`src/rtl/gidg_pkg.sv`:
```
// Shared constants and types of the goal inverse-distance gain block.
// No dependencies; every module of the block imports it.
package gidg_pkg;

   // Field and datapath widths
   localparam int COORD_W    = 24;              // Q15.8 coordinate
   localparam int MAG_W      = 24;              // |voxel - goal|
   localparam int SQ_W       = 2 * MAG_W;       // one squared axis
   localparam int SUM_W      = SQ_W + 2;        // sum of three squares
   localparam int RAD_SHIFT  = 14;              // Q.16 to Q.30 before the root
   localparam int RAD_W      = SUM_W + RAD_SHIFT;
   localparam int ROOT_W     = RAD_W / 2;       // distance, Q.15
   localparam int CAP_W      = 24;              // per-voxel gain cap, Q16.8
   localparam int ADD_W      = 32;              // per-voxel gain, Q.16
   localparam int PROD_W     = ROOT_W + CAP_W;  // distance times cap
   localparam int GAIN_W     = 48;              // gain sum, Q32.16
   localparam int COUNT_W    = 17;
   localparam int STEP_CNT_W = 5;

   localparam int SQ_STEPS   = MAG_W;

   // Kept-voxel limit: MAX_VOXELS, or the largest count the field holds
   localparam int MAX_VOXELS = 65536;
   localparam int COUNT_FIELD_MAX = (2 ** COUNT_W) - 1;
   localparam logic [COUNT_W-1:0] COUNT_CAP =
      COUNT_W'((MAX_VOXELS < COUNT_FIELD_MAX) ? MAX_VOXELS : COUNT_FIELD_MAX);

   localparam logic [GAIN_W-1:0] GAIN_MAX         = '1;
   localparam logic [CAP_W-1:0]  GAIN_LIMIT_RESET = CAP_W'(25600);
   localparam logic [PROD_W-1:0] NEAR_LIMIT       = PROD_W'(1) << 23;
   localparam logic [ROOT_W-1:0] RECIP_NUM        = ROOT_W'(1) << 31;

   typedef enum logic [1:0] {
      CSR_GOAL_X,
      CSR_GOAL_Y,
      CSR_GOAL_Z,
      CSR_GAIN_LIMIT
   } csr_index_type;

   typedef enum logic [2:0] {
      ST_IDLE,
      ST_SQUARE,
      ST_LAUNCH,
      ST_ROOT,
      ST_RECIP,
      ST_EMIT
   } state_type;

endpackage

```
`src/rtl/gidg_isqrt.sv`:
```
// Bit-serial integer square root, one root bit per cycle.
// Depends on gidg_pkg.
module gidg_isqrt (
   input  logic                          clock,
   input  logic                          reset,
   input  logic                          start,
   input  logic [gidg_pkg::RAD_W-1:0]    radicand,
   output logic                          done,
   output logic [gidg_pkg::ROOT_W-1:0]   root
);
   import gidg_pkg::*;

   logic [RAD_W-1:0]      rad_ff, rad_in;
   logic [ROOT_W+1:0]     rem_ff, rem_in;
   logic [ROOT_W-1:0]     root_ff, root_in;
   logic [STEP_CNT_W-1:0] cnt_ff, cnt_in;
   logic                  busy_ff, busy_in;
   logic                  done_ff, done_in;
   logic [ROOT_W+1:0]     rem_raw;
   logic [ROOT_W+1:0]     trial;

   always_comb begin
      // bring down the next two radicand bits, try root*4+1
      rem_raw = {rem_ff[ROOT_W-1:0], rad_ff[RAD_W-1 -: 2]};
      trial   = {root_ff, 2'b01};
      rad_in  = rad_ff;
      rem_in  = rem_ff;
      root_in = root_ff;
      cnt_in  = cnt_ff;
      busy_in = busy_ff;
      done_in = 1'b0;
      if (start) begin
         rad_in  = radicand;
         rem_in  = '0;
         root_in = '0;
         cnt_in  = '0;
         busy_in = 1'b1;
      end else if (busy_ff) begin
         rad_in = rad_ff << 2;
         if (rem_raw >= trial) begin
            rem_in  = rem_raw - trial;
            root_in = {root_ff[ROOT_W-2:0], 1'b1};
         end else begin
            rem_in  = rem_raw;
            root_in = {root_ff[ROOT_W-2:0], 1'b0};
         end
         cnt_in = cnt_ff + 1'b1;
         if (cnt_ff == STEP_CNT_W'(ROOT_W - 1)) begin
            busy_in = 1'b0;
            done_in = 1'b1;
         end
      end
   end

   always_ff @(posedge clock) begin
      rad_ff  <= rad_in;
      rem_ff  <= rem_in;
      root_ff <= root_in;
      if (reset) begin
         cnt_ff  <= '0;
         busy_ff <= 1'b0;
         done_ff <= 1'b0;
      end else begin
         cnt_ff  <= cnt_in;
         busy_ff <= busy_in;
         done_ff <= done_in;
      end
   end

   assign done = done_ff;
   assign root = root_ff;

endmodule

```
`src/rtl/gidg_recip.sv`:
```
// Per-voxel gain: bit-serial 2^31 / distance and a shift-add distance * cap
// product run side by side; the product picks quotient or cap. Uses gidg_pkg.
module gidg_recip (
   input  logic                          clock,
   input  logic                          reset,
   input  logic                          start,
   input  logic [gidg_pkg::ROOT_W-1:0]   distance,
   input  logic [gidg_pkg::CAP_W-1:0]    gain_limit,
   output logic                          done,
   output logic [gidg_pkg::ADD_W-1:0]    gain
);
   import gidg_pkg::*;

   logic [ROOT_W-1:0]     dist_ff, dist_in;
   logic [ROOT_W:0]       rem_ff, rem_in;
   logic [ROOT_W-1:0]     num_ff, num_in;
   logic [ROOT_W-1:0]     quo_ff, quo_in;
   logic [PROD_W-1:0]     dsh_ff, dsh_in;
   logic [CAP_W-1:0]      mgb_ff, mgb_in;
   logic [PROD_W-1:0]     prod_ff, prod_in;
   logic [STEP_CNT_W-1:0] cnt_ff, cnt_in;
   logic                  busy_ff, busy_in;
   logic                  done_ff, done_in;
   logic [ROOT_W:0]       rem_raw;

   always_comb begin
      rem_raw = {rem_ff[ROOT_W-1:0], num_ff[ROOT_W-1]};
      dist_in = dist_ff;
      rem_in  = rem_ff;
      num_in  = num_ff;
      quo_in  = quo_ff;
      dsh_in  = dsh_ff;
      mgb_in  = mgb_ff;
      prod_in = prod_ff;
      cnt_in  = cnt_ff;
      busy_in = busy_ff;
      done_in = 1'b0;
      if (start) begin
         dist_in = distance;
         rem_in  = '0;
         num_in  = RECIP_NUM;
         quo_in  = '0;
         dsh_in  = PROD_W'(distance);
         mgb_in  = gain_limit;
         prod_in = '0;
         cnt_in  = '0;
         busy_in = 1'b1;
      end else if (busy_ff) begin
         // restoring division step
         num_in = num_ff << 1;
         if (rem_raw >= {1'b0, dist_ff}) begin
            rem_in = rem_raw - {1'b0, dist_ff};
            quo_in = {quo_ff[ROOT_W-2:0], 1'b1};
         end else begin
            rem_in = rem_raw;
            quo_in = {quo_ff[ROOT_W-2:0], 1'b0};
         end
         // shift-add product, one cap bit per cycle
         if (mgb_ff[0]) begin
            prod_in = prod_ff + dsh_ff;
         end
         dsh_in = dsh_ff << 1;
         mgb_in = mgb_ff >> 1;
         cnt_in = cnt_ff + 1'b1;
         if (cnt_ff == STEP_CNT_W'(ROOT_W - 1)) begin
            busy_in = 1'b0;
            done_in = 1'b1;
         end
      end
   end

   always_ff @(posedge clock) begin
      dist_ff <= dist_in;
      rem_ff  <= rem_in;
      num_ff  <= num_in;
      quo_ff  <= quo_in;
      dsh_ff  <= dsh_in;
      mgb_ff  <= mgb_in;
      prod_ff <= prod_in;
      if (reset) begin
         cnt_ff  <= '0;
         busy_ff <= 1'b0;
         done_ff <= 1'b0;
      end else begin
         cnt_ff  <= cnt_in;
         busy_ff <= busy_in;
         done_ff <= done_in;
      end
   end

   // far enough away: 1/distance, else the cap
   assign done = done_ff;
   assign gain = (prod_ff > NEAR_LIMIT) ? ADD_W'(quo_ff) : {gain_limit, 8'b0};

endmodule

```
`src/rtl/goal_inverse_distance_gain.sv`:
```
// Top level of the goal inverse-distance gain block; instantiates gidg_isqrt
// and gidg_recip, and uses gidg_pkg for widths, codes and state names.
//
// Sums, over the unobserved voxels of one trajectory, the reciprocal of each
// voxel's distance to the goal point (capped at the configured gain cap), and
// emits one result word per trajectory on the word flagged last, or at once for
// a word with has_info clear (zero gain, info_present clear). Observed voxels,
// and voxels beyond the kept-count limit, are dropped in the cycle they arrive.
// A kept voxel holds the input from the edge that takes its word to the first
// edge that can take the next, through the accept cycle, the three bit-serial
// squarers that run side by side, a state that sums the squares and loads the
// root unit, the one-bit-per-cycle square root and the registering of its
// result, then the bit-serial divider (with the distance-times-cap product
// formed beside it) and a state in which the sum takes the voxel's gain.
// The input takes a new word only when no voxel is in flight. A result
// waits in the output register while the next words are taken; a second
// result stalls the input until the first is taken.
// Configuration is written through csr_we/csr_index/csr_wdata; the user writes
// it only while the block is idle, which the block itself does not enforce.
module goal_inverse_distance_gain (
   input  logic                                  clock,
   input  logic                                  reset,
   // voxel words
   input  logic                                  req_valid,
   output logic                                  req_ready,
   input  logic signed [gidg_pkg::COORD_W-1:0]   req_voxel_x,
   input  logic signed [gidg_pkg::COORD_W-1:0]   req_voxel_y,
   input  logic signed [gidg_pkg::COORD_W-1:0]   req_voxel_z,
   input  logic                                  req_observed,
   input  logic                                  req_has_info,
   input  logic                                  req_last,
   // trajectory results
   output logic                                  rsp_valid,
   input  logic                                  rsp_ready,
   output logic [gidg_pkg::GAIN_W-1:0]           rsp_total_gain,
   output logic [gidg_pkg::COUNT_W-1:0]          rsp_kept_count,
   output logic                                  rsp_info_present,
   output logic                                  rsp_saturated,
   // configuration
   input  logic                                  csr_we,
   input  logic [1:0]                            csr_index,
   input  logic [gidg_pkg::CAP_W-1:0]            csr_wdata
);
   import gidg_pkg::*;

   // configuration registers
   logic signed [COORD_W-1:0] goal_x_ff, goal_y_ff, goal_z_ff;
   logic [CAP_W-1:0]          gain_limit_ff;

   // control and trajectory state
   state_type             state_ff, state_in;
   logic [GAIN_W-1:0]     gain_sum_ff, gain_sum_in;
   logic [COUNT_W-1:0]    voxel_count_ff, voxel_count_in;
   logic                  sum_overflowed_ff, sum_overflowed_in;
   logic                  last_ff, last_in;
   logic                  emit_info_ff, emit_info_in;
   logic [STEP_CNT_W-1:0] sq_cnt_ff, sq_cnt_in;

   // output register
   logic                  rsp_valid_ff, rsp_valid_in;
   logic [GAIN_W-1:0]     rsp_gain_ff;
   logic [COUNT_W-1:0]    rsp_count_ff;
   logic                  rsp_info_ff, rsp_sat_ff;
   logic                  rsp_load;

   // squarer lanes, one per axis
   logic [SQ_W-1:0]       sq_mult_ff [3];
   logic [MAG_W-1:0]      sq_bits_ff [3];
   logic [SQ_W-1:0]       sq_acc_ff  [3];
   logic                  sq_load, sq_step;

   logic signed [COORD_W-1:0] vox  [3];
   logic signed [COORD_W-1:0] goal [3];
   logic signed [COORD_W:0]   diff [3];
   logic [MAG_W-1:0]          mag  [3];

   logic                  accept, keep;
   logic [SUM_W-1:0]      sq_sum;
   logic [RAD_W-1:0]      radicand;
   logic                  root_start, root_done;
   logic [ROOT_W-1:0]     root;
   logic                  recip_start, recip_done;
   logic [ADD_W-1:0]      recip_gain;
   logic [GAIN_W:0]       sum_ext;

   // ---------------------------------------------------------------------
   // Configuration writes
   // ---------------------------------------------------------------------
   always_ff @(posedge clock) begin
      if (reset) begin
         goal_x_ff     <= '0;
         goal_y_ff     <= '0;
         goal_z_ff     <= '0;
         gain_limit_ff <= GAIN_LIMIT_RESET;
      end else if (csr_we) begin
         unique case (csr_index_type'(csr_index))
            CSR_GOAL_X:     goal_x_ff     <= csr_wdata;
            CSR_GOAL_Y:     goal_y_ff     <= csr_wdata;
            CSR_GOAL_Z:     goal_z_ff     <= csr_wdata;
            CSR_GAIN_LIMIT: gain_limit_ff <= csr_wdata;
         endcase
      end
   end

   // ---------------------------------------------------------------------
   // Axis magnitudes |voxel - goal|, taken as the word is accepted
   // ---------------------------------------------------------------------
   always_comb begin
      vox[0]  = req_voxel_x;
      vox[1]  = req_voxel_y;
      vox[2]  = req_voxel_z;
      goal[0] = goal_x_ff;
      goal[1] = goal_y_ff;
      goal[2] = goal_z_ff;
      for (int i = 0; i < 3; i++) begin
         diff[i] = (COORD_W + 1)'(vox[i]) - (COORD_W + 1)'(goal[i]);
         mag[i]  = diff[i][COORD_W] ? MAG_W'(-diff[i]) : MAG_W'(diff[i]);
      end
   end

   // ---------------------------------------------------------------------
   // Bit-serial squarers: add the shifted magnitude for each set bit
   // ---------------------------------------------------------------------
   always_ff @(posedge clock) begin
      for (int i = 0; i < 3; i++) begin
         if (sq_load) begin
            sq_mult_ff[i] <= SQ_W'(mag[i]);
            sq_bits_ff[i] <= mag[i];
            sq_acc_ff[i]  <= '0;
         end else if (sq_step) begin
            sq_mult_ff[i] <= sq_mult_ff[i] << 1;
            sq_bits_ff[i] <= sq_bits_ff[i] >> 1;
            if (sq_bits_ff[i][0]) begin
               sq_acc_ff[i] <= sq_acc_ff[i] + sq_mult_ff[i];
            end
         end
      end
   end

   assign sq_sum   = SUM_W'(sq_acc_ff[0]) + SUM_W'(sq_acc_ff[1]) + SUM_W'(sq_acc_ff[2]);
   assign radicand = {sq_sum, RAD_SHIFT'(0)};

   gidg_isqrt u_isqrt (
      .clock    (clock),
      .reset    (reset),
      .start    (root_start),
      .radicand (radicand),
      .done     (root_done),
      .root     (root)
   );

   gidg_recip u_recip (
      .clock      (clock),
      .reset      (reset),
      .start      (recip_start),
      .distance   (root),
      .gain_limit (gain_limit_ff),
      .done       (recip_done),
      .gain       (recip_gain)
   );

   // saturating accumulate
   assign sum_ext = {1'b0, gain_sum_ff} + (GAIN_W + 1)'(recip_gain);

   // ---------------------------------------------------------------------
   // Sequencer
   // ---------------------------------------------------------------------
   assign accept = req_valid && req_ready;
   assign keep   = !req_observed && (voxel_count_ff < COUNT_CAP);

   always_comb begin
      state_in          = state_ff;
      gain_sum_in       = gain_sum_ff;
      voxel_count_in    = voxel_count_ff;
      sum_overflowed_in = sum_overflowed_ff;
      last_in           = last_ff;
      emit_info_in      = emit_info_ff;
      sq_cnt_in         = sq_cnt_ff;
      req_ready         = 1'b0;
      sq_load           = 1'b0;
      sq_step           = 1'b0;
      root_start        = 1'b0;
      recip_start       = 1'b0;
      rsp_load          = 1'b0;
      rsp_valid_in      = rsp_valid_ff && !rsp_ready;

      unique case (state_ff)
         ST_IDLE: begin
            req_ready = 1'b1;
            if (accept) begin
               last_in = req_last;
               if (!req_has_info) begin
                  // missing info: drop the partial sum, report zero
                  gain_sum_in       = '0;
                  voxel_count_in    = '0;
                  sum_overflowed_in = 1'b0;
                  emit_info_in      = 1'b0;
                  state_in          = ST_EMIT;
               end else if (keep) begin
                  sq_load   = 1'b1;
                  sq_cnt_in = '0;
                  state_in  = ST_SQUARE;
               end else if (req_last) begin
                  emit_info_in = 1'b1;
                  state_in     = ST_EMIT;
               end
            end
         end
         ST_SQUARE: begin
            sq_step   = 1'b1;
            sq_cnt_in = sq_cnt_ff + 1'b1;
            if (sq_cnt_ff == STEP_CNT_W'(SQ_STEPS - 1)) begin
               state_in = ST_LAUNCH;
            end
         end
         ST_LAUNCH: begin
            root_start = 1'b1;
            state_in   = ST_ROOT;
         end
         ST_ROOT: begin
            if (root_done) begin
               recip_start = 1'b1;
               state_in    = ST_RECIP;
            end
         end
         ST_RECIP: begin
            if (recip_done) begin
               if (sum_ext[GAIN_W]) begin
                  gain_sum_in       = GAIN_MAX;
                  sum_overflowed_in = 1'b1;
               end else begin
                  gain_sum_in = sum_ext[GAIN_W-1:0];
               end
               voxel_count_in = voxel_count_ff + 1'b1;
               if (last_ff) begin
                  emit_info_in = 1'b1;
                  state_in     = ST_EMIT;
               end else begin
                  state_in = ST_IDLE;
               end
            end
         end
         ST_EMIT: begin
            // hold until the output register is free, then clear the sums
            if (!rsp_valid_ff || rsp_ready) begin
               rsp_load          = 1'b1;
               rsp_valid_in      = 1'b1;
               gain_sum_in       = '0;
               voxel_count_in    = '0;
               sum_overflowed_in = 1'b0;
               state_in          = ST_IDLE;
            end
         end
         default: state_in = ST_IDLE;
      endcase
   end

   always_ff @(posedge clock) begin
      if (reset) begin
         state_ff          <= ST_IDLE;
         gain_sum_ff       <= '0;
         voxel_count_ff    <= '0;
         sum_overflowed_ff <= 1'b0;
         last_ff           <= 1'b0;
         emit_info_ff      <= 1'b0;
         sq_cnt_ff         <= '0;
         rsp_valid_ff      <= 1'b0;
      end else begin
         state_ff          <= state_in;
         gain_sum_ff       <= gain_sum_in;
         voxel_count_ff    <= voxel_count_in;
         sum_overflowed_ff <= sum_overflowed_in;
         last_ff           <= last_in;
         emit_info_ff      <= emit_info_in;
         sq_cnt_ff         <= sq_cnt_in;
         rsp_valid_ff      <= rsp_valid_in;
      end
   end

   always_ff @(posedge clock) begin
      if (rsp_load) begin
         rsp_gain_ff  <= gain_sum_ff;
         rsp_count_ff <= voxel_count_ff;
         rsp_info_ff  <= emit_info_ff;
         rsp_sat_ff   <= sum_overflowed_ff;
      end
   end

   assign rsp_valid        = rsp_valid_ff;
   assign rsp_total_gain   = rsp_gain_ff;
   assign rsp_kept_count   = rsp_count_ff;
   assign rsp_info_present = rsp_info_ff;
   assign rsp_saturated    = rsp_sat_ff;

`ifndef SYNTHESIS
   a_root_done_in_root: assert property (@(posedge clock) disable iff (reset)
      root_done |-> state_ff == ST_ROOT)
      else $error("root unit finished outside the root phase");

   a_recip_done_in_recip: assert property (@(posedge clock) disable iff (reset)
      recip_done |-> state_ff == ST_RECIP)
      else $error("divider finished outside the divide phase");

   a_count_capped: assert property (@(posedge clock) disable iff (reset)
      voxel_count_ff <= COUNT_CAP)
      else $error("kept count passed its limit");

   a_saturated_at_max: assert property (@(posedge clock) disable iff (reset)
      sum_overflowed_ff |-> gain_sum_ff == GAIN_MAX)
      else $error("saturation flag set while the sum is below its maximum");

   a_result_from_emit: assert property (@(posedge clock) disable iff (reset)
      $rose(rsp_valid_ff) |-> $past(state_ff) == ST_EMIT)
      else $error("result word raised outside the emit state");
`endif

endmodule

```
`config.mk`:
```
export PLATFORM = sky130hd
export DESIGN_NAME = goal_inverse_distance_gain
export DESIGN_NICKNAME = d
export VERILOG_FILES = /design/src/rtl/gidg_pkg.sv /design/src/rtl/gidg_isqrt.sv /design/src/rtl/gidg_recip.sv /design/src/rtl/goal_inverse_distance_gain.sv
export SDC_FILE = /design/constraint.sdc
export NUM_CORES = 2
export LEC_CHECK = 0
export BUFFER_PORTS_ARGS = -buffer_cell sky130_fd_sc_hd__buf_2
export CAP_MARGIN = 20
export CORE_MARGIN = 3
export CORE_UTILIZATION = 57
export CTS_CLUSTER_SIZE = 30
export DETAILED_ROUTE_END_ITERATION = 10
export HOLD_SLACK_MARGIN = 0.05
export PLACE_DENSITY = 0.74
export SLEW_MARGIN = 20
export SYNTH_ARGS = -nofsm -noshare
export SYNTH_HDL_FRONTEND = slang
export SYNTH_SLANG_ARGS = --single-unit
```
`constraint.sdc`:
```
create_clock -name clock -period 8.29 [get_ports clock]
set_clock_uncertainty 0.2 [all_clocks]
set_input_delay 1.2435 -clock clock [delete_from_list [all_inputs] [get_ports clock]]
set_output_delay 1.2435 -clock clock [all_outputs]
set_load 0.05 [all_outputs]
```
### Yosys cells after proc, flatten, opt, wreduce, memory -nomap -nowiden

Memory sizes are Yosys's and may differ from the RTL's.
Cells that the tools add are included.

* register bits: 601
* memory bits (writable): 360
* input port bits: 106
* output and inout port bits: 69
* word-level logic and storage cells: 222
* memories: 3

Memory list
* sq_acc_ff: words 3, width 48, read ports 3, clocked after Yosys merged registers in 0, write ports 3, line goal_inverse_distance_gain.sv:69 `logic [SQ_W-1:0] sq_acc_ff [3];`
* sq_mult_ff: words 3, width 48, read ports 3, clocked after Yosys merged registers in 0, write ports 3, line goal_inverse_distance_gain.sv:67 `logic [SQ_W-1:0] sq_mult_ff [3];`
* sq_bits_ff: words 3, width 24, read ports 3, clocked after Yosys merged registers in 0, write ports 3, line goal_inverse_distance_gain.sv:68 `logic [MAG_W-1:0] sq_bits_ff [3];`

* $add $sub $neg: 19
* magnitude comparators: 4
* eq/ne operators: 24
* mux-type cells: 99
* bitwise logic cells: 11
* reductions and logical operators: 29

Operator list (count)
* $mux 48: 11
* $mux 24: 8
* $mux 32: 5
* $add 48x48->48: 3
* $pmux 48 s3: 1
* $mux 64: 2
* $sub 24x24->25: 3
* $neg 24->24: 3
* $mux 17: 4
* $sub 32x32->32: 2
* $add 56x56->56: 1
* $gt 56x24->1 const B: 1
* $mux 1: 51
* $pmux 17 s3: 1
* $add 49x48->50: 1
* $add 48x32->49: 1
* $add 48x48->49: 1
* $ge 34x34->1: 1
* $ge 33x32->1: 1
* $mux 3: 9
* $pmux 3 s6: 1
* $reduce_and 6->1: 3
* $add 17x1->17 const B: 1
* $lt 17x17->1 const B: 1
* 29 further kinds: 70

### Depth between registers and ports, before layout

* word-level depth: 9
* gate-level depth with buffers: 20
* depth with buffers taken out: 18

### Cells and area by module

From an unflattened synthesis, not the netlist that was laid out.

* cells, all modules: 6649
* area total of the unflattened synthesis: 62229.7 um2

Modules (own cells, without submodules)
* goal_inverse_distance_gain: instances 1, cells an instance 4333, area an instance 40318.7 um2, sequential area each 16265.6 um2
* gidg_recip: instances 1, cells an instance 1559, area an instance 14283.7 um2, sequential area each 5685.5 um2
* gidg_isqrt: instances 1, cells an instance 757, area an instance 7627.3 um2, sequential area each 3343.2 um2

### Worst setup path before layout

Ideal clock, no wire load.

* kind: flip-flop to flip-flop
* from: register state_ff[0]
* to: register sq_cnt_ff[3]
* setup time: 0.078 ns
* data arrival time: 7.557 ns
* required time: 8.012 ns
* slack: 0.455 ns
* cell stages (with the launch flop): 8
* buffers on the path: 1
* period minus slack after synthesis: 7.835 ns
* cell sequence: dfxtp_1 -> buf_1 -> nor3_1 -> nand4_1 -> nand2_1 -> nand4_1 -> xor2_1 -> nor3_1

* word-level cells in the longest chain between the ends: 5
* elaborated cells on any way between the ends: 10
* classes of those cells: eq/ne: 4; mux: 2; reduce/logical: 4

RTL lines
* from (decl): line goal_inverse_distance_gain.sv:51 `state_type state_ff, state_in;`
* from (signal assigned): line goal_inverse_distance_gain.sv:269 `state_ff <= state_in;`
* $logic_not 3->1: line goal_inverse_distance_gain.sv:187 `unique case (state_ff)`
* $mux 1: line goal_inverse_distance_gain.sv:187
* via req_ready: line goal_inverse_distance_gain.sv:25 `output logic req_ready,`
* $logic_and 1x1->1: line goal_inverse_distance_gain.sv:168 `assign accept = req_valid && req_ready;`
* $ne 2x2->1 (no line)
* $reduce_and 4->1 (no line)
* to (signal assigned): line goal_inverse_distance_gain.sv:275 `sq_cnt_ff <= sq_cnt_in;`
* to (decl): line goal_inverse_distance_gain.sv:57 `logic [STEP_CNT_W-1:0] sq_cnt_ff, sq_cnt_in;`

The timed path passes the listed nets, and every way through them passes these cells.
A chain may end at the register's enable or synchronous reset.

### Final worst setup path

* from: register u_recip.prod_ff[11]
* to: register gain_sum_ff[42]

* word-level cells in the longest chain between the ends: 6

RTL lines
* from (decl): line gidg_recip.sv:20 `logic [PROD_W-1:0] prod_ff, prod_in;`
* from (signal assigned): line gidg_recip.sv:79 `prod_ff <= prod_in;`
* $gt 56x24->1: line gidg_recip.sv:93 `assign gain = (prod_ff > NEAR_LIMIT) ? ADD_W'(quo_ff) : {gain_limit, 8'b0};`
* $mux 32: line gidg_recip.sv:93
* $add 48x32->49: line goal_inverse_distance_gain.sv:163 `assign sum_ext = {1'b0, gain_sum_ff} + (GAIN_W + 1)'(recip_gain);`
* $mux 48: line goal_inverse_distance_gain.sv:228 `if (sum_ext[GAIN_W]) begin`
* $mux 48: line goal_inverse_distance_gain.sv:227 `if (recip_done) begin`
* $pmux 48 s3: line goal_inverse_distance_gain.sv:187
* to (signal assigned): line goal_inverse_distance_gain.sv:270 `gain_sum_ff <= gain_sum_in;`
* to (decl): line goal_inverse_distance_gain.sv:52 `logic [GAIN_W-1:0] gain_sum_ff, gain_sum_in;`

Every way passes these cells. The select of a mux whose other input is x is not followed.

==> run summary <==
Ys Warns -> 0
Slowest library cell on the worst path -> a31oi_1
Vias -> 48750
Iteration-0 DRC Markers -> 3605
Clock power frac -> 0.217
Final setup fails -> 0
Pin count of the biggest net entering global routing -> 101
Gr ovfl total -> 0
Hold Path Sink -> rsp_saturated
Share of power burned in registers -> 0.326
RR Endpoint -> gain_sum_ff[42]
Worst hold start -> sum_overflowed_ff
Post-CTS setup buffer count -> 0
Post-Syn Instances -> 6637
Post-route DRC violation count -> 0
Row cnt -> 118
Sw frac -> 0.3990
CTS Sinks -> 961
Final #Nets -> 7263
Unrepaired setup endpoints after global routing -> no
FMAX -> 177.3 MHz
Comb pwr share -> 0.457
PD cells -> 336.4 mW/mm^2
Hold Path Class -> reg2reg
Hold path cells -> 0
CP bufs+invs -> 1
Post-synth EDFFs -> 563
P_int -> 13.36 mW
# H-tree levels -> 3
Overall routed net length -> 150200 um
ANT nets after route -> 0
Synthesized area -> 0.06049 sq mm
Setup_tns -> 0 ns
Chip height -> 331.8 um
Final-layout fill cell count -> 8784
Outcome -> completed
WL/cell -> 18.43 um
Synth area leaders -> edfxtp_1, dfxtp_1, ha_1, a21oi_1, nand2_1
1st-pass router iterations -> 7
Critical Path Stages -> 19
HPWL after DPL -> 110100 um
Max Fanout on Critical Path -> 32
Max_cap viols -> 0
RD Place Congestion -> 0.9140
Syn nets -> 7223
GR Util All Layers -> 0.2640
Multi-input logic area -> 0.03365 sq mm
TritonCTS clock tree -> yes
Hold_buf cts -> 0
Sequential share of the synthesized area -> 0.4112
Area Growth Syn to Fin -> 9.208%
CP Class -> reg2reg
Initial antenna violation count -> 11
Startpoint types -> register
Die area -> 0.1101 sq mm
Family with the most delay on the worst path -> compound AO/OA/AOI/OAI gates
R2R Path Start -> u_recip.prod_ff[11]
Final Core Density -> 0.6329
CTS Root Cell -> clkbuf_16
Core area -> 0.1044 sq mm
Asr flop ratio synth -> 0
CP most frequent cell -> a21oi_1
Reg2Reg Depth -> 19
Max stage delay on crit path -> 0.49 ns
Clock slew at reported path FFs -> 0.06 ns
Post-synthesis cell type count -> 91
Vias/cell -> 5.981
Crit path cell chain -> nor4_1 > nand4_1 > o21ai_0 > nand2_1 > buf_4 > and2_1 > ha_1 > fa_1 > a21o_1 > a21oi_1 > o21ai_0 > a21oi_1 > a21oi_1 > o22ai_1 > o31ai_1 > a31oi_1 > nor2_1 > and4_1 > a2111oi_0
Clock Path Buffers -> 3
Internal reg-to-reg setup slack -> 2.65 ns
Tcrit/Tclk final -> 0.6805
Avg Cell Area, Syn -> 9.115 sq um
Input/output buffers -> 174
Sw power -> 8.868 mW
Critical Path RT -> 8.67 ns
Initial core utilization -> 0.5795
CTS buffer count -> 103
Final Max Tran Viols -> 0
Final Hold Fails -> 0
Leak -> 27.01 nW
Worst-margin pin slew -> 1.101 ns
Post-cts sizing count -> 0
Skew-Pair Late Insertion Delay -> 0.70 ns
Global-route wire length before repair -> 241700 um
Top-area cell type share of the netlist area -> 0.2795
Post-synth top flop -> edfxtp_1
Worst Slack Setup Final -> 2.649 ns
Peak supply drop -> 0.0002684 V
Crit. End Element -> register
DP Worst Slack -> 2.696 ns
Slew HR -> 0.2661
Minimum clock period -> 5.641 ns
Layout cell share with drive strength beyond 1 -> 0.07228
Register area -> 0.02488 sq mm
IO Count -> 175
Yosys top cell by area -> edfxtp_1
Worst EP arrival -> 6.02 ns
Vias in the first global route -> 45820
Die width -> 331.8 um
Flops & latches, synth -> 961
[power groups by stage]
stage / clock [mW] / sequential (mW) / combinational [mW]
floorplan: 0 / 7.16 / 7.88
global placement: 0 / 7.31 / 9.77
detailed placement: 0 / 7.33 / 9.96
CTS: 4.90 / 7.24 / 10.1
global route: 5.08 / 7.34 / 11.4
finish: 4.82 / 7.25 / 10.2
[worst reg2reg max path, delay by kind of cell, from the launching register on]
family	cells	cell delay, ns
buffers and inverters	1	0.26
AND/OR/NAND/NOR	6	1.46
AO/OA/AOI/OAI	10	2.65
flip-flops	1	0.34
adder cells (fa/ha/maj)	2	0.61
[metrics by stage]
step	std cells	hold slack, ns	power, mW	instance area (sq um)
after detailed placement	7952	0.2213	17.29	62470
after global placement	7952	0.2414	17.08	62470
after CTS	8145	0.2476	22.20	66050
after floorplan	6637	0.2088	15.04	60490
after global routing	8149	0.2514	23.78	66060
final	8151	0.2530	22.23	66060
[logic make-up (layout without fill, tap and decap cells)]
logic type | count (synthesis) | in the layout | synth area share
other | 0 | 6 | 0
AOI/OAI and AO/OA | 1885 | 1885 | 0.1961
and+or+nand+nor | 2211 | 2211 | 0.1688
buffers and inverters | 554 | 682 | 0.03442
muxes | 151 | 151 | 0.02569
xor gates and xnor gates | 395 | 395 | 0.05731
DFF | 961 | 961 | 0.4112
adders and majority gates | 480 | 480 | 0.1065
[cells in the mapped netlist (91+ instances only)]
| library cell | number |
|---|---|
| a211oi_1 | 91 |
| dfxtp_1 | 398 |
| nand2_1 | 786 |
| and2_1 | 124 |
| edfxtp_1 | 563 |
| o21a_1 | 92 |
| nand3_1 | 111 |
| xnor2_1 | 219 |
| nor2_1 | 622 |
| inv_1 | 273 |
| xor2_1 | 175 |
| a21oi_1 | 607 |
| clkbuf_1 | 261 |
| nor3_1 | 120 |
| mux2i_1 | 117 |
| ha_1 | 422 |
| a21o_1 | 309 |
| o21ai_0 | 382 |
[flip-flops by register name (all words and copies together) (netlist names), 17 cells and up]
register and flops:
goal_x_ff 24, u_recip.prod_ff 56, u_recip.dsh_ff 56, rsp_total_gain 48, sq_mult_ff 144, rsp_kept_count 17
sq_bits_ff 72, u_isqrt.rem_ff 32, sq_acc_ff 144, u_recip.quo_ff 32, goal_z_ff 24, voxel_count_ff 17
gain_limit_ff 24, gain_sum_ff 48, goal_y_ff 24, u_isqrt.root 32, u_isqrt.rad_ff 50, u_recip.dist_ff 32
u_recip.mgb_ff 24, u_recip.rem_ff 32
[area by class of cell]
type                    count  share of cell area
repair buffers            215             0.01788
clock buffers             143             0.04451
inverters                 274             0.01564
clock inverters            50            0.009640
well taps                1380             0.02614
flip-flops and latches    961              0.3766
diodes                      6           0.0002273
multi-input cells        5122              0.5093
[metal layers]
metal / vias to the layer above / part of all wire / GRT usage
met5: - / 0.00021 / 0
met3: 249 / 0.054 / 0.03623
met1: 23120 / 0.46 / 0.3662
met4: 6 / 0.032 / 0.08383
met2: 1301 / 0.46 / 0.4286
li1: 24080 / - / -
[layout by cell type (no fill, tap or decap), types with 21 or more instances in the layout]
cell	instances
o31a_1	21
inv_1	273
nand3_1	110
and2_1	123
dfxtp_1	396
and3_1	74
xnor2_1	219
buf_4	42
or3_1	36
nor3_1	119
a21oi_1	605
or2_2	21
nor2b_1	65
o21bai_1	56
o21a_1	92
a41oi_1	24
o21ai_0	382
nand4_1	70
ha_1	422
a31oi_1	82
a211oi_1	91
xor2_1	175
a21o_1	309
buf_2	173
nor4_1	34
nor2_1	619
mux2_2	34
mux2i_1	117
fa_1	58
o31ai_1	31
clkbuf_16	105
nand2_1	781
edfxtp_1	563
nand2b_1	52
clkbuf_1	21
o211ai_1	25
[how the worst max path moves through the flow]
stage / from / endpoint / slack [ns]
after floorplan: state_ff[0] / sq_cnt_ff[3] / 0.46
after global placement: req_voxel_z[0] / sq_mult_ff[2][18] / 2.82
after detailed placement: req_voxel_z[0] / sq_bits_ff[2][18] / 2.70
after CTS: u_recip.prod_ff[1] / gain_sum_ff[42] / 2.72
after global routing: u_recip.prod_ff[1] / gain_sum_ff[42] / 2.22
final: u_recip.prod_ff[11] / gain_sum_ff[42] / 2.65
(Power assumes the default switching activity.)
